`config.mk`:
```
export PLATFORM = sky130hd
export DESIGN_NAME = format_descriptor_compiler_unit
export DESIGN_NICKNAME = d
export VERILOG_FILES = /design/src/hw/rtl/fdc_pkg.sv /design/src/hw/rtl/fdc_ram.sv /design/src/hw/rtl/fdc_ctrl.sv /design/src/hw/rtl/fdc_datapath.sv /design/src/hw/rtl/format_descriptor_compiler_unit.sv
export SDC_FILE = /design/constraint.sdc
export NUM_CORES = 1
export LEC_CHECK = 0
export BUFFER_PORTS_ARGS = -buffer_cell sky130_fd_sc_hd__buf_2
export CELL_PAD_IN_SITES_DETAIL_PLACEMENT = 1
export CELL_PAD_IN_SITES_GLOBAL_PLACEMENT = 1
export CORE_MARGIN = 2
export CORE_UTILIZATION = 40
export CTS_BUF_LIST = sky130_fd_sc_hd__clkbuf_8
export DETAILED_ROUTE_END_ITERATION = 10
export PLACE_DENSITY_LB_ADDON = 0.25
export SYNTH_ARGS = -nofsm -noshare
export SYNTH_HDL_FRONTEND = slang
export SYNTH_HIERARCHICAL = 1
export SYNTH_SLANG_ARGS = --single-unit
export TNS_END_PERCENT = 5
```
`constraint.sdc`:
```
create_clock -name i_clk -period 7.9 [get_ports i_clk]
set_input_delay 0.395 -clock i_clk [delete_from_list [all_inputs] [get_ports i_clk]]
set_output_delay 0.395 -clock i_clk [all_outputs]
set_load 0.02 [all_outputs]
```
`src/hw/rtl/fdc_pkg.sv`:
```
// Shared types, constants and the type-letter decode for the format descriptor compiler.
// No dependencies; the other files that use this package refer to it by scoped names.
package fdc_pkg;

    localparam int CODE_DEPTH_DEF = 32;

    localparam int CHAR_W = 8;
    localparam int CODE_W = 17;
    localparam int REP_W  = 15;
    localparam int RPT_W  = 14;
    localparam int NEST_W = 7;
    localparam int TYPE_W = 3;

    localparam logic [REP_W-1:0]  AFTER_ITEM = 15'h7FFF;
    localparam logic [CODE_W-1:0] REPEAT_MAX = 17'd9999;

    localparam logic signed [NEST_W-1:0] NEST_MAX = 7'sd63;
    localparam logic signed [NEST_W-1:0] NEST_MIN = -7'sd64;

    localparam logic [CODE_W-1:0] CODE_ERROR = 17'd9;
    localparam logic [CODE_W-1:0] CODE_EMPTY = 17'd0;

    localparam logic [TYPE_W-1:0] SPEC_NONE = 3'd0;
    localparam logic [TYPE_W-1:0] SPEC_B16  = 3'd4;
    localparam logic [TYPE_W-1:0] SPEC_B8   = 3'd5;
    localparam logic [TYPE_W-1:0] SPEC_B32  = 3'd6;

    localparam logic [CHAR_W-1:0] CH_SPACE = 8'h20;
    localparam logic [CHAR_W-1:0] CH_OPEN  = 8'h28;
    localparam logic [CHAR_W-1:0] CH_CLOSE = 8'h29;
    localparam logic [CHAR_W-1:0] CH_COMMA = 8'h2C;
    localparam logic [CHAR_W-1:0] CH_0     = 8'h30;
    localparam logic [CHAR_W-1:0] CH_1     = 8'h31;
    localparam logic [CHAR_W-1:0] CH_2     = 8'h32;
    localparam logic [CHAR_W-1:0] CH_3     = 8'h33;
    localparam logic [CHAR_W-1:0] CH_6     = 8'h36;
    localparam logic [CHAR_W-1:0] CH_8     = 8'h38;
    localparam logic [CHAR_W-1:0] CH_9     = 8'h39;
    localparam logic [CHAR_W-1:0] CH_UB    = 8'h42;
    localparam logic [CHAR_W-1:0] CH_LB    = 8'h62;
    localparam logic [CHAR_W-1:0] CH_NONE  = 8'h00;

    // Commands from the controller to the datapath.
    typedef struct packed {
        logic parse;
        logic emit_single;
        logic emit_step;
        logic clear;
    } t_cmd;

    // Status from the datapath to the controller.
    typedef struct packed {
        logic single_answer;
        logic last_step;
    } t_stat;

    function automatic logic [TYPE_W-1:0] type_of(input logic [CHAR_W-1:0] c);
        logic [TYPE_W-1:0] t;
        case (c)
            8'h46, 8'h66: t = 3'd1;
            8'h49, 8'h69: t = 3'd2;
            8'h41, 8'h61: t = 3'd3;
            8'h4A, 8'h6A: t = 3'd4;
            8'h4B, 8'h6B: t = 3'd5;
            8'h5A, 8'h7A: t = 3'd6;
            8'h43, 8'h63: t = 3'd7;
            default:      t = 3'd0;
        endcase
        return t;
    endfunction

endpackage

```
`src/hw/rtl/fdc_ram.sv`:
```
// Generic single-write, single-read RAM with registered read data.
// No dependencies.
module fdc_ram #(
    parameter int WIDTH = 8,
    parameter int DEPTH = 32
) (
    input  logic                                     i_clk,
    input  logic                                     i_we,
    input  logic [((DEPTH > 1) ? $clog2(DEPTH) : 1)-1:0] i_waddr,
    input  logic [WIDTH-1:0]                         i_wdata,
    input  logic [((DEPTH > 1) ? $clog2(DEPTH) : 1)-1:0] i_raddr,
    output logic [WIDTH-1:0]                         o_rdata
);

    logic [WIDTH-1:0] r_mem [DEPTH];
    logic [WIDTH-1:0] r_rdata;

    always_ff @(posedge i_clk) begin
        if (i_we) begin
            r_mem[i_waddr] <= i_wdata;
        end
        r_rdata <= r_mem[i_raddr];
    end

    assign o_rdata = r_rdata;

endmodule

```
`src/hw/rtl/fdc_ctrl.sv`:
```
// Controller state machine: accepts characters, then sequences the answer.
// Depends on fdc_pkg for the command and status structs.
module fdc_ctrl (
    input  logic          i_clk,
    input  logic          i_rst_n,
    input  logic          i_start,
    input  logic          i_end_of_string,
    input  fdc_pkg::t_stat i_stat,
    output fdc_pkg::t_cmd  o_cmd,
    output logic          o_busy
);

    localparam logic [1:0] S_IDLE  = 2'd0;
    localparam logic [1:0] S_FINAL = 2'd1;
    localparam logic [1:0] S_EMIT  = 2'd2;

    logic [1:0] r_state;
    logic [1:0] n_state;

    always_comb begin
        n_state = r_state;
        o_cmd   = '0;
        case (r_state)
            S_IDLE: begin
                if (i_start) begin
                    o_cmd.parse = 1'b1;
                    if (i_end_of_string) begin
                        n_state = S_FINAL;
                    end
                end
            end
            S_FINAL: begin
                // The final character has been folded in; decide the answer form.
                if (i_stat.single_answer) begin
                    o_cmd.emit_single = 1'b1;
                    o_cmd.clear       = 1'b1;
                    n_state           = S_IDLE;
                end else begin
                    n_state = S_EMIT;
                end
            end
            S_EMIT: begin
                o_cmd.emit_step = 1'b1;
                if (i_stat.last_step) begin
                    o_cmd.clear = 1'b1;
                    n_state     = S_IDLE;
                end
            end
            default: begin
                n_state = S_IDLE;
            end
        endcase
    end

    always_ff @(posedge i_clk) begin
        if (!i_rst_n) begin
            r_state <= S_IDLE;
        end else begin
            r_state <= n_state;
        end
    end

    assign o_busy = (r_state != S_IDLE);

endmodule

```
`src/hw/rtl/fdc_datapath.sv`:
```
// Datapath: parse registers, code store and the registered result ports.
// Depends on fdc_pkg and fdc_ram.
module fdc_datapath #(
    parameter int CODE_DEPTH = fdc_pkg::CODE_DEPTH_DEF,
    parameter int CNT_W      = $clog2(CODE_DEPTH + 1)
) (
    input  logic                         i_clk,
    input  logic                         i_rst_n,
    input  logic [fdc_pkg::CHAR_W-1:0]   i_char_in,
    input  fdc_pkg::t_cmd                i_cmd,
    output fdc_pkg::t_stat               o_stat,
    output logic                         o_valid,
    output logic [fdc_pkg::CODE_W-1:0]   o_code,
    output logic [CNT_W-1:0]             o_code_count,
    output logic                         o_last
);

    localparam int AW = (CODE_DEPTH > 1) ? $clog2(CODE_DEPTH) : 1;
    localparam logic [CNT_W-1:0] DEPTH_CNT = CNT_W'(CODE_DEPTH);

    logic [CNT_W-1:0]                  r_count, n_count;
    logic [fdc_pkg::REP_W-1:0]         r_rep, n_rep;
    logic signed [fdc_pkg::NEST_W-1:0] r_nest, n_nest;
    logic                              r_err, n_err;
    logic [1:0]                        r_pos, n_pos;
    logic [fdc_pkg::CHAR_W-1:0]        r_pfx, n_pfx;
    logic [fdc_pkg::TYPE_W-1:0]        r_spec, n_spec;
    logic [CNT_W-1:0]                  r_idx, n_idx;

    logic                              r_out_valid;
    logic [fdc_pkg::CODE_W-1:0]        r_out_code;
    logic [CNT_W-1:0]                  r_out_count;
    logic                              r_out_last;

    logic                              after;
    logic                              do_store;
    logic [fdc_pkg::CODE_W-1:0]        store_val;
    logic [fdc_pkg::RPT_W-1:0]         base;
    logic [fdc_pkg::RPT_W-1:0]         rep1;
    logic [fdc_pkg::CODE_W-1:0]        rep10;
    logic [fdc_pkg::CODE_W-1:0]        digit_val;
    logic [fdc_pkg::TYPE_W-1:0]        kf;
    logic                              ram_we;
    logic [AW-1:0]                     ram_raddr;
    logic [fdc_pkg::CODE_W-1:0]        ram_q;
    logic                              err_final;
    logic [CNT_W-1:0]                  idx_inc;

    fdc_ram #(
        .WIDTH(fdc_pkg::CODE_W),
        .DEPTH(CODE_DEPTH)
    ) u_store (
        .i_clk  (i_clk),
        .i_we   (ram_we),
        .i_waddr(r_count[AW-1:0]),
        .i_wdata(store_val),
        .i_raddr(ram_raddr),
        .o_rdata(ram_q)
    );

    assign after     = (r_rep == fdc_pkg::AFTER_ITEM);
    assign base      = after ? '0 : r_rep[fdc_pkg::RPT_W-1:0];
    assign digit_val = fdc_pkg::CODE_W'(base) * 17'd10
                     + fdc_pkg::CODE_W'(i_char_in - fdc_pkg::CH_0);
    assign rep1      = (after || (r_rep == '0)) ? 14'd1 : r_rep[fdc_pkg::RPT_W-1:0];
    assign rep10     = fdc_pkg::CODE_W'(rep1) * 17'd10;
    assign kf        = fdc_pkg::type_of(i_char_in);
    assign idx_inc   = r_idx + 1'b1;
    assign err_final = r_err || (r_nest != '0);

    // During emission the read runs one entry ahead of the output register.
    assign ram_raddr = i_cmd.emit_step ? idx_inc[AW-1:0] : r_idx[AW-1:0];

    assign o_stat.single_answer = (r_spec != fdc_pkg::SPEC_NONE) || err_final
                                || (r_count == '0);
    assign o_stat.last_step     = (idx_inc == r_count);

    always_comb begin
        n_count   = r_count;
        n_rep     = r_rep;
        n_nest    = r_nest;
        n_err     = r_err;
        n_pos     = r_pos;
        n_pfx     = r_pfx;
        n_spec    = r_spec;
        n_idx     = r_idx;
        do_store  = 1'b0;
        store_val = '0;
        ram_we    = 1'b0;

        if (i_cmd.parse) begin
            // Leading B8, B08, B16 or B32 detection.
            if (r_pos == 2'd0) begin
                n_pfx = (i_char_in == fdc_pkg::CH_UB || i_char_in == fdc_pkg::CH_LB)
                      ? fdc_pkg::CH_UB : fdc_pkg::CH_NONE;
            end else if (r_pos == 2'd1) begin
                if (r_pfx == fdc_pkg::CH_UB) begin
                    if (i_char_in == fdc_pkg::CH_8) begin
                        n_spec = fdc_pkg::SPEC_B8;
                        n_pfx  = fdc_pkg::CH_NONE;
                    end else begin
                        n_pfx = i_char_in;
                    end
                end
            end else if (r_pos == 2'd2 && r_spec == fdc_pkg::SPEC_NONE) begin
                if (r_pfx == fdc_pkg::CH_0 && i_char_in == fdc_pkg::CH_8) begin
                    n_spec = fdc_pkg::SPEC_B8;
                end
                if (r_pfx == fdc_pkg::CH_1 && i_char_in == fdc_pkg::CH_6) begin
                    n_spec = fdc_pkg::SPEC_B16;
                end
                if (r_pfx == fdc_pkg::CH_3 && i_char_in == fdc_pkg::CH_2) begin
                    n_spec = fdc_pkg::SPEC_B32;
                end
            end
            if (r_pos != 2'd3) begin
                n_pos = r_pos + 2'd1;
            end

            if (i_char_in == fdc_pkg::CH_SPACE) begin
                n_rep = r_rep;
            end else if (i_char_in inside {[fdc_pkg::CH_0:fdc_pkg::CH_9]}) begin
                if (after) begin
                    n_err = 1'b1;
                end
                n_rep = (digit_val > fdc_pkg::REPEAT_MAX)
                      ? fdc_pkg::REPEAT_MAX[fdc_pkg::REP_W-1:0]
                      : digit_val[fdc_pkg::REP_W-1:0];
            end else if (i_char_in == fdc_pkg::CH_OPEN) begin
                if (after) begin
                    n_err = 1'b1;
                end
                if (r_nest < fdc_pkg::NEST_MAX) begin
                    n_nest = r_nest + 7'sd1;
                end
                do_store  = 1'b1;
                store_val = rep10;
                n_rep     = '0;
            end else if (i_char_in == fdc_pkg::CH_CLOSE) begin
                if (!after) begin
                    n_err = 1'b1;
                end
                if (r_nest > fdc_pkg::NEST_MIN) begin
                    n_nest = r_nest - 7'sd1;
                end
                do_store  = 1'b1;
                store_val = '0;
                n_rep     = fdc_pkg::AFTER_ITEM;
            end else if (i_char_in == fdc_pkg::CH_COMMA) begin
                if (!after) begin
                    n_err = 1'b1;
                end
                n_rep = '0;
            end else begin
                if (kf != 3'd0) begin
                    if (after) begin
                        n_err = 1'b1;
                    end
                    do_store  = 1'b1;
                    store_val = rep10 + fdc_pkg::CODE_W'(kf);
                end else begin
                    n_err = 1'b1;
                end
                n_rep = fdc_pkg::AFTER_ITEM;
            end

            // A code that does not fit in the store is dropped and flagged.
            if (do_store) begin
                if (r_count < DEPTH_CNT) begin
                    ram_we  = 1'b1;
                    n_count = r_count + 1'b1;
                end else begin
                    n_err = 1'b1;
                end
            end
        end

        if (i_cmd.emit_step) begin
            n_idx = idx_inc;
        end

        if (i_cmd.clear) begin
            n_count = '0;
            n_rep   = '0;
            n_nest  = '0;
            n_err   = 1'b0;
            n_pos   = 2'd0;
            n_pfx   = fdc_pkg::CH_NONE;
            n_spec  = fdc_pkg::SPEC_NONE;
            n_idx   = '0;
        end
    end

    always_ff @(posedge i_clk) begin
        if (!i_rst_n) begin
            r_count     <= '0;
            r_rep       <= '0;
            r_nest      <= '0;
            r_err       <= 1'b0;
            r_pos       <= 2'd0;
            r_pfx       <= fdc_pkg::CH_NONE;
            r_spec      <= fdc_pkg::SPEC_NONE;
            r_idx       <= '0;
            r_out_valid <= 1'b0;
        end else begin
            r_count     <= n_count;
            r_rep       <= n_rep;
            r_nest      <= n_nest;
            r_err       <= n_err;
            r_pos       <= n_pos;
            r_pfx       <= n_pfx;
            r_spec      <= n_spec;
            r_idx       <= n_idx;
            r_out_valid <= i_cmd.emit_single || i_cmd.emit_step;
        end
    end

    always_ff @(posedge i_clk) begin
        if (i_cmd.emit_single) begin
            if (r_spec != fdc_pkg::SPEC_NONE) begin
                r_out_code  <= fdc_pkg::CODE_W'(r_spec);
                r_out_count <= CNT_W'(1);
            end else if (err_final) begin
                r_out_code  <= fdc_pkg::CODE_ERROR;
                r_out_count <= CNT_W'(1);
            end else begin
                r_out_code  <= fdc_pkg::CODE_EMPTY;
                r_out_count <= '0;
            end
            r_out_last <= 1'b1;
        end else if (i_cmd.emit_step) begin
            r_out_code  <= ram_q;
            r_out_count <= r_count;
            r_out_last  <= o_stat.last_step;
        end
    end

    assign o_valid      = r_out_valid;
    assign o_code       = r_out_code;
    assign o_code_count = r_out_count;
    assign o_last       = r_out_last;

endmodule

```
`src/hw/rtl/format_descriptor_compiler_unit.sv`:
```
// Top level of the format descriptor compiler: controller plus datapath.
// Depends on fdc_pkg, fdc_ctrl, fdc_datapath and fdc_ram.
//
//  Channel  | Handshake          | Payload
//  ---------+--------------------+-------------------------------------------
//  input    | start, busy        | i_char_in, i_end_of_string
//  result   | o_valid (strobe)   | o_code, o_code_count, o_last
//
// One character is taken per cycle while busy is low.
// After the final character, busy stays high for one cycle when the answer is a
// single code (error, B prefix or empty); that code is registered out of the S_FINAL
// state. Otherwise busy stays high through S_FINAL and S_EMIT until the last of the
// N stored codes has left; the codes leave one per cycle from the code store's read
// port, the read of the first being issued in S_FINAL.
// Reset (synchronous, active low) returns all control state to idle; the code
// store needs no clearing. The receiver cannot stall the result strobe.
module format_descriptor_compiler_unit #(
    parameter int CODE_DEPTH = fdc_pkg::CODE_DEPTH_DEF
) (
    input  logic                                i_clk,
    input  logic                                i_rst_n,
    input  logic                                start,
    output logic                                busy,
    input  logic [fdc_pkg::CHAR_W-1:0]          i_char_in,
    input  logic                                i_end_of_string,
    output logic                                o_valid,
    output logic [fdc_pkg::CODE_W-1:0]          o_code,
    output logic [$clog2(CODE_DEPTH + 1)-1:0]   o_code_count,
    output logic                                o_last
);

    localparam int CNT_W = $clog2(CODE_DEPTH + 1);

    fdc_pkg::t_cmd  cmd;
    fdc_pkg::t_stat stat;

    fdc_ctrl u_ctrl (
        .i_clk          (i_clk),
        .i_rst_n        (i_rst_n),
        .i_start        (start),
        .i_end_of_string(i_end_of_string),
        .i_stat         (stat),
        .o_cmd          (cmd),
        .o_busy         (busy)
    );

    fdc_datapath #(
        .CODE_DEPTH(CODE_DEPTH),
        .CNT_W     (CNT_W)
    ) u_dp (
        .i_clk       (i_clk),
        .i_rst_n     (i_rst_n),
        .i_char_in   (i_char_in),
        .i_cmd       (cmd),
        .o_stat      (stat),
        .o_valid     (o_valid),
        .o_code      (o_code),
        .o_code_count(o_code_count),
        .o_last      (o_last)
    );

endmodule

```
# Word level (Yosys, flattened, before mapping)
# Memories as Yosys holds them, arrays and structs flattened. A register that Yosys moved wholly into a read port is not among the register bits.
# Index checks and enable logic that the tools add are counted.
# totals
reg_bits	75
ram_bits	544
input_bits	12
output_inout_bits	26
word_cells	190
n_memories	1
# memory_table
name	depth	width	rd	rd_ports_with_merged_regs	wr	line_no	source
u_dp.u_store.r_mem	32	17	1	1	1	fdc_ram.sv:15	logic [WIDTH-1:0] r_mem [DEPTH];
# classes
add_sub_neg	8
multipliers	2
order_cmp	6
n_eq_ne	40
n_mux	74
bitwise_logic	4
reduce_logical	42
# op_table
operator	count
17-bit 2-to-1 mux	10
8-bit by 7-bit equality test with 1-bit output, second input constant	17
8-bit by 6-bit equality test with 1-bit output, second input constant	10
15-bit 2-to-1 mux	5
7-bit 2-to-1 mux	5
14-bit by 3-bit multiplier with 16-bit output, second input constant	2
8-bit 2-to-1 mux	4
1-bit 2-to-1 mux	29
14-bit 2-to-1 mux	2
3-bit 2-to-1 mux	7
3-bit case mux with 7 select lines	1
6-bit 2-to-1 mux	3
17-bit adder	1
17-bit by 3-bit adder with 17-bit output	1
17-bit by 14-bit > comparator with 1-bit output, second input constant	1
2-bit OR reduction	8
15-bit equality test, second input constant	1
15-bit logical NOT	1
2-bit inequality test, second input constant	7
2-bit nonzero test	7
6-bit by 1-bit adder with 6-bit output, second input constant	2
6-bit AND reduction	2
3-bit AND reduction	3
8-bit by 6-bit subtractor with 9-bit output, second input constant	1
other kinds (26)	46

# Logic depth before layout (Yosys ltp)
# logic_depth
word_depth	15
ltp_mapped	25

# Modules after synthesis
# The synthesis kept the hierarchy.
# by_module_without_submodules
module	n_inst	cells_per_inst	area_per_inst_um2	seq_area_each_um2
fdc_ram	1	1212	21737.1	16676.0
fdc_datapath	1	821	6744.0	1691.6
fdc_ctrl	1	23	202.7	40.0

# Worst setup path before layout
# Ideal clock, no wire load.
# synth_path
path_kind	register -> register
start	reg u_dp/r_rep[6] (netlist name)
end	mem u_dp/u_store/r_mem[0][15] (netlist name), data pin
setup_ns	0.491
arrival_ns	5.255
required_ns	7.409
path_slack_ns	2.154
stages_incl_launch_ff	18
path_buffers	4
path_cell_list	dfxtp_1 -> buf_2 -> nand4_1 -> nor4_1 -> clkbuf_1 -> clkbuf_1 -> nor2b_1 -> ha_1 -> ha_1 -> fa_1 -> a211oi_1 -> o21ai_1 -> a21o_1 -> xnor2_1 -> and4_1 -> clkbuf_1 -> a31oi_1 -> a311oi_1
# synth_via
elab_chain_cells	12
elab_cells_between_ends	13
cone_classes	add/sub (1); mul (1); eq/ne (1); mux (8); reduce/logical (2)
# synth_lines
element	line_no	source
start, declared	fdc_datapath.sv:22	logic [fdc_pkg::REP_W-1:0] r_rep, n_rep;
start signal, assigned	fdc_datapath.sv:207	r_rep <= n_rep;
15-bit equality test or 15-bit logical NOT (tied branches)	fdc_datapath.sv:61, fdc_datapath.sv:65	
1-bit logical OR	fdc_datapath.sv:65	assign rep1 = (after || (r_rep == '0)) ? 14'd1 : r_rep[fdc_pkg::RPT_W-1:0];
14-bit 2-to-1 mux *	fdc_datapath.sv:65	
14-bit by 3-bit multiplier with 16-bit output *	fdc_datapath.sv:66	assign rep10 = fdc_pkg::CODE_W'(rep1) * 17'd10;
17-bit by 3-bit adder with 17-bit output	fdc_datapath.sv:160	store_val = rep10 + fdc_pkg::CODE_W'(kf);
17-bit 2-to-1 mux	fdc_datapath.sv:155	if (kf != 3'd0) begin
17-bit 2-to-1 mux	fdc_datapath.sv:149	end else if (i_char_in == fdc_pkg::CH_COMMA) begin
17-bit 2-to-1 mux	fdc_datapath.sv:139	end else if (i_char_in == fdc_pkg::CH_CLOSE) begin
17-bit 2-to-1 mux *	fdc_datapath.sv:129	end else if (i_char_in == fdc_pkg::CH_OPEN) begin
17-bit 2-to-1 mux *	fdc_datapath.sv:122	end else if (i_char_in inside {[fdc_pkg::CH_0:fdc_pkg::CH_9]}) begin
17-bit 2-to-1 mux *	fdc_datapath.sv:120	if (i_char_in == fdc_pkg::CH_SPACE) begin
17-bit 2-to-1 mux *	fdc_datapath.sv:91	if (i_cmd.parse) begin
net u_dp.store_val, one bit	fdc_datapath.sv:37	logic [fdc_pkg::CODE_W-1:0] store_val;
end, declared	fdc_ram.sv:15	
# The timed path passes the listed nets; every way through them passes the cells marked *.

# Worst setup path in the final report
# layout_path
start	reg u_dp/r_rep[2] (netlist name)
end	reg u_dp/r_rep[11] (netlist name)
# layout_via
elab_chain_cells	7
# layout_lines
element	line_no	source
15-bit equality test	fdc_datapath.sv:61	assign after = (r_rep == fdc_pkg::AFTER_ITEM);
14-bit 2-to-1 mux *	fdc_datapath.sv:62	assign base = after ? '0 : r_rep[fdc_pkg::RPT_W-1:0];
14-bit by 3-bit multiplier with 16-bit output *	fdc_datapath.sv:63	assign digit_val = fdc_pkg::CODE_W'(base) * 17'd10
17-bit adder *	fdc_datapath.sv:64	+ fdc_pkg::CODE_W'(i_char_in - fdc_pkg::CH_0);
17-bit by 14-bit > comparator with 1-bit output	fdc_datapath.sv:126	n_rep = (digit_val > fdc_pkg::REPEAT_MAX)
15-bit 2-to-1 mux *	fdc_datapath.sv:127	? fdc_pkg::REPEAT_MAX[fdc_pkg::REP_W-1:0]
15-bit 2-to-1 mux *	fdc_datapath.sv:122	
# Mark *: on every way between the ends. The rest lies on a longest branch, timed or not.
# A chain may end at the register's enable or synchronous reset.

==> results.rst <==
.. list-table::
   :header-rows: 1

   * - Metric
     - Value
   * - Die height
     - 272 um
   * - Worst slew pin tran
     - 1.26 ns
   * - Required arrival time at the worst endpoint
     - 8.50 ns
   * - Clock tree buffer depth
     - 3
   * - Internal power consumption
     - ~5500 uW
   * - Dominant cell type by count on the critical path
     - sky130_fd_sc_hd__ha_1
   * - Synthesis warning total
     - 6
   * - Maximum net fanout on the critical path
     - 9
   * - Cell taking the most area after synthesis
     - sky130_fd_sc_hd__edfxtp_1
   * - Met3 Use GR
     - 0.0299
   * - Simple-Gate Fraction of Synth Area
     - 0.0837
   * - Gp weighted congestion
     - around 0.81
   * - Fill count
     - 7204
   * - Synth cell types
     - 82
   * - Number of CTS-inserted buffers
     - 106
   * - Final Hold Fails
     - 0
   * - Clock Latency Late Sink
     - 0.68 ns
   * - Share of Yosys cell area claimed by the top area cell type
     - 0.594
   * - Vias in the first global route
     - 18700
   * - Delay of the slowest cell on the worst path
     - around 0.60 ns
   * - Overall track demand over capacity in global routing
     - 0.202
   * - Critical path cell sequence
     - nand4_1 -> nor4_2 -> buf_4 -> nor2b_1 -> ha_1 -> ha_1 -> inv_1 -> fa_1 -> nor2b_1 -> o31a_1 -> o22ai_1 -> o21bai_1 -> a21oi_1 -> xnor2_1 -> ha_1 -> a21o_1 -> a31oi_1 -> a21boi_0 -> o21bai_1 -> xnor2_1 -> nor3_1 -> a31oi_1 -> nor3_1
   * - Number of enable flip-flop cells after synthesis
     - 567
   * - Die outline area
     - 73900 sq um
   * - Core Region
     - between 70000 and 80000 sq um
   * - Site row count
     - 98
   * - Final number of setup-violating endpoints
     - 0
   * - Worst Setup End Kind
     - register
   * - Combinational share of power
     - 0.127
   * - Global-route wire length before repair
     - 113 mm
   * - Hold Slack
     - between 0.06 and 0.07 ns
   * - Portion of netlist area occupied by mux cells
     - 0.0986
   * - Setup skew after layout
     - 0.0242 ns
   * - Number of remaining DRC errors
     - 0
   * - Slew headroom
     - 0.158
   * - Drt pass-1 iters
     - 5
   * - Compound-cell area share of the yosys netlist
     - 0.0879
   * - Routed vias
     - 17700
   * - CTS H-tree depth
     - 3
   * - Top area cells in the synthesized netlist
     - sky130_fd_sc_hd__edfxtp_1 (59%), sky130_fd_sc_hd__mux2i_1 (9.7%), sky130_fd_sc_hd__dfxtp_1 (4.8%), sky130_fd_sc_hd__ha_1 (3.7%), sky130_fd_sc_hd__a22oi_1 (2.1%)
   * - CTS Sinks
     - about 640
   * - Post-CTS resize count
     - 0
   * - Post-Synth Adder-Cell Area
     - 0.0401
   * - Area growth, synth to finish
     - 12.1%
   * - Worst-path clk slew
     - 0.06 ns
   * - Min-delay worst type
     - in -> reg
   * - Cell type of the slowest stage on the worst timing path
     - sky130_fd_sc_hd__nor4_2
   * - Fraction of power spent switching nets
     - 0.260
   * - Xor and xnor area share after synthesis
     - 0.0204
   * - CTS tree
     - yes
   * - Run status
     - finished clean
   * - Number of nets still failing antenna checks after routing
     - 0
   * - Hold Path Depth
     - 3
   * - Worst endpoint data arrival time
     - 6.37 ns
   * - GR Layer Usage met1
     - 0.265
   * - Register bit count reported by yosys
     - around 640
   * - Max-slew violations
     - 0
   * - Average detailed-routed wire length per instance
     - 23.4 um
   * - Syn Area/Cell
     - around 14 sq um
   * - Kind of critical path
     - reg -> reg
   * - Nature of the critical path startpoint
     - register
   * - Peak-usage layer in the global routing report
     - met2
   * - Maximum number of pins on one net before global-route repair
     - 63
   * - Main combinational cell family by area after synthesis
     - multiplexers
   * - Cell count after synthesis
     - 2056
   * - RSZ-0062 raised after global routing
     - false
   * - Initial antenna violation count
     - 5
   * - Mapped Nets
     - 2157
   * - Fraction of final layout cells with drive strength greater than 1
     - 0.135
   * - Switching power
     - between 1500 and 2000 uW
   * - Final nets
     - between 2000 and 2500
   * - CTS Root Cell
     - sky130_fd_sc_hd__clkbuf_8
   * - Power share of the clock group
     - 0.371
   * - Final critical-path required period
     - 5.77 ns
   * - Post-synth ARST share
     - 0
   * - Length in cells of the worst reg-to-reg path
     - 23
   * - Part of the Yosys area used for sequential elements
     - 0.642
   * - Leakage dissipation
     - approximately 0.011 uW
   * - DP Wirelength
     - 45.8 mm
   * - Final WL
     - 74.8 mm
   * - Cell area after technology mapping
     - 28700 sq um
   * - Number of DRC markers after the initial detailed-route iteration
     - approximately 1300
   * - Number of violations of the max-capacitance limit
     - 0
   * - Via count normalized by instance count
     - 5.53
   * - Number of port buffers
     - 37
   * - Final critical-path share of the clock period
     - 0.731
   * - Overflow after GRT
     - 0
   * - Top flip-flop cell by instance count after synthesis
     - sky130_fd_sc_hd__edfxtp_1
   * - Final TNS setup
     - 0 ns
   * - Maximum ir drop on the vdd rail
     - approximately 0.11 mV
   * - Sequential Power Share
     - 0.502
   * - Horizontal extent of the die
     - 272 um
   * - Met2 track demand over resource
     - 0.345
   * - FMAX
     - 173 MHz
   * - Number of primary I/O pins
     - 38
   * - Total power density per cell area
     - 231 nW/um^2
   * - Initial Utilization
     - 0.403
[flip-flops by register name (all words and copies together), names as in the netlist]
name                  cells
u_dp/o_last               1
u_dp/r_pos                2
u_ctrl/r_state            2
u_dp/u_store/r_mem      544
u_dp/o_code_count         6
u_dp/o_code              17
u_dp/r_count              6
u_dp/u_store/o_rdata     17
u_dp/o_valid              1
u_dp/r_pfx                8
u_dp/r_rep               15
u_dp/r_err                1
u_dp/r_nest               7
u_dp/r_idx                6
u_dp/r_spec               3
[synth_stat cells (3+ instances only)]
master                      count
sky130_fd_sc_hd__o21a_1        14
sky130_fd_sc_hd__a21oi_1       83
sky130_fd_sc_hd__edfxtp_1     567
sky130_fd_sc_hd__o22ai_1        7
sky130_fd_sc_hd__nand3_1       56
sky130_fd_sc_hd__a22oi_1       80
sky130_fd_sc_hd__o2111ai_1      5
sky130_fd_sc_hd__a21o_1        13
sky130_fd_sc_hd__and2_1        17
sky130_fd_sc_hd__buf_1          3
sky130_fd_sc_hd__nor2_1       139
sky130_fd_sc_hd__ha_1          84
sky130_fd_sc_hd__buf_6         15
sky130_fd_sc_hd__fa_1           5
sky130_fd_sc_hd__nand2b_1      11
sky130_fd_sc_hd__clkbuf_1      40
sky130_fd_sc_hd__a22o_1        34
sky130_fd_sc_hd__o21bai_1       6
sky130_fd_sc_hd__nand4_1       34
sky130_fd_sc_hd__xnor2_1       46
sky130_fd_sc_hd__nand3b_1       8
sky130_fd_sc_hd__mux2i_1      278
sky130_fd_sc_hd__or3_1          4
sky130_fd_sc_hd__xor2_1        17
sky130_fd_sc_hd__or3b_2         5
sky130_fd_sc_hd__nor2b_1       52
sky130_fd_sc_hd__dfxtp_1       69
sky130_fd_sc_hd__buf_4         11
sky130_fd_sc_hd__nor3b_1        3
sky130_fd_sc_hd__o21ai_0       29
sky130_fd_sc_hd__a31oi_1       25
sky130_fd_sc_hd__o21ai_1        4
sky130_fd_sc_hd__o31a_1         7
sky130_fd_sc_hd__nor4_1        10
sky130_fd_sc_hd__buf_2         28
sky130_fd_sc_hd__or2_2          5
sky130_fd_sc_hd__nand2_1       78
sky130_fd_sc_hd__inv_1         41
sky130_fd_sc_hd__a211oi_1      15
sky130_fd_sc_hd__nor3_1        40
sky130_fd_sc_hd__a21oi_2        3
sky130_fd_sc_hd__or4_1          3
sky130_fd_sc_hd__and3_1         4
sky130_fd_sc_hd__mux2_2         4
sky130_fd_sc_hd__buf_8          5
[metrics by stage]
step	total power [uW]	setup WS (ns)	util	instance area (sq um)	std cells
floorplan	4450	2.15	-	28700	2056
global placement	4700	2.34	0.422	30100	3004
detailed placement	4720	2.17	0.422	30100	3004
CTS	7490	2.11	0.451	32100	3201
global route	7720	1.58	0.451	32100	3202
finish	7410	2.13	0.451	32100	3203
[layer usage]
layer / up-vias / part of all wire / routed length (um)
met1: 9119 / 0.45 / 33600
met3: 103 / 0.041 / 3040
met4: 2 / 0.023 / 1720
met2: 365 / 0.49 / 36500
met5: - / 0.00013 / 10
li1: 8124 / - / -
[cells in the final DEF, fill, tap and decap left out, types with 9 or more instances in the layout]
cell type,n
sky130_fd_sc_hd__a21oi_1,81
sky130_fd_sc_hd__nor2_1,110
sky130_fd_sc_hd__a21o_1,13
sky130_fd_sc_hd__nand2_1,78
sky130_fd_sc_hd__nand4_1,34
sky130_fd_sc_hd__clkbuf_8,117
sky130_fd_sc_hd__clkinv_1,20
sky130_fd_sc_hd__a22o_1,34
sky130_fd_sc_hd__nor2b_1,50
sky130_fd_sc_hd__edfxtp_1,567
sky130_fd_sc_hd__and2_1,16
sky130_fd_sc_hd__buf_2,37
sky130_fd_sc_hd__mux2i_1,278
sky130_fd_sc_hd__nor4_1,9
sky130_fd_sc_hd__xnor2_1,44
sky130_fd_sc_hd__dfxtp_1,69
sky130_fd_sc_hd__nor2_2,29
sky130_fd_sc_hd__a22oi_1,80
sky130_fd_sc_hd__inv_1,83
sky130_fd_sc_hd__nand3_1,56
sky130_fd_sc_hd__o21a_1,14
sky130_fd_sc_hd__nor3_1,40
sky130_fd_sc_hd__o21ai_0,29
sky130_fd_sc_hd__a211oi_1,13
sky130_fd_sc_hd__a31oi_1,24
sky130_fd_sc_hd__buf_4,64
sky130_fd_sc_hd__nand2b_1,11
sky130_fd_sc_hd__clkinv_2,9
sky130_fd_sc_hd__xor2_1,16
sky130_fd_sc_hd__ha_1,84
[layout make-up]
| cell class | instances | area [sq um] | area share |
|---|---|---|---|
| flip-flops and latches | 636 | 18400 | 0.573 |
| multi-input cells | 1275 | 9670 | 0.301 |
| clock buffers | 117 | 1610 | 0.0501 |
| well taps | 950 | 1190 | 0.0370 |
| repair buffers | 104 | 696 | 0.0216 |
| clock inverters | 77 | 404 | 0.0126 |
| inverters | 42 | 158 | 0.00490 |
| diodes | 2 | 5.00 | 0.000156 |
[logic make-up (layout without fill, tap and decap cells)]
group / count (synthesis) / after routing
other cells: 0 / 2
fa+ha+maj: 89 / 89
compound gates: 359 / 359
flops: 636 / 636
simple gates: 480 / 480
xor+xnor: 65 / 65
buf+inv: 145 / 340
mux: 282 / 282
[power groups by stage]
| stage | combinational (uW) | sequential [uW] | clock, uW |
|---|---|---|---|
| CTS | 945 | 3720 | 2830 |
| global placement | 911 | 3790 | 0 |
| floorplan | 647 | 3800 | 0 |
| detailed placement | 935 | 3790 | 0 |
| global route | 1040 | 3720 | 2960 |
| finish | 939 | 3720 | 2750 |
[path summary, 6_finish.rpt]
kind / endpoint / startpoint / slack, ns
worst min register to register: u_dp/r_err / u_dp/r_err / 0.46
worst max-delay path: u_dp/r_rep[11] / u_dp/r_rep[2] / 2.13
worst max register to register: u_dp/r_rep[11] / u_dp/r_rep[2] / 2.13
worst min-delay path: u_dp/r_pfx[5] / i_char_in[5] / 0.07
[worst max-delay path: cells and delay by family, from the launching register on]
kind                     cells  cell delay (ns)
AO/OA/AOI/OAI                9             1.91
XOR/XNOR                     2             0.25
adder cells (fa/ha/maj)      4             1.03
buffers and inverters        2             0.35
flip-flops                   1             0.48
AND/OR/NAND/NOR              6             1.65
[timing repair]
action,in CTS,in global routing
hold endpoints to repair,5,0
hold buffers,3,0
buffers inserted,0,0
No activity file was read; power rests on OpenSTA's default activity.
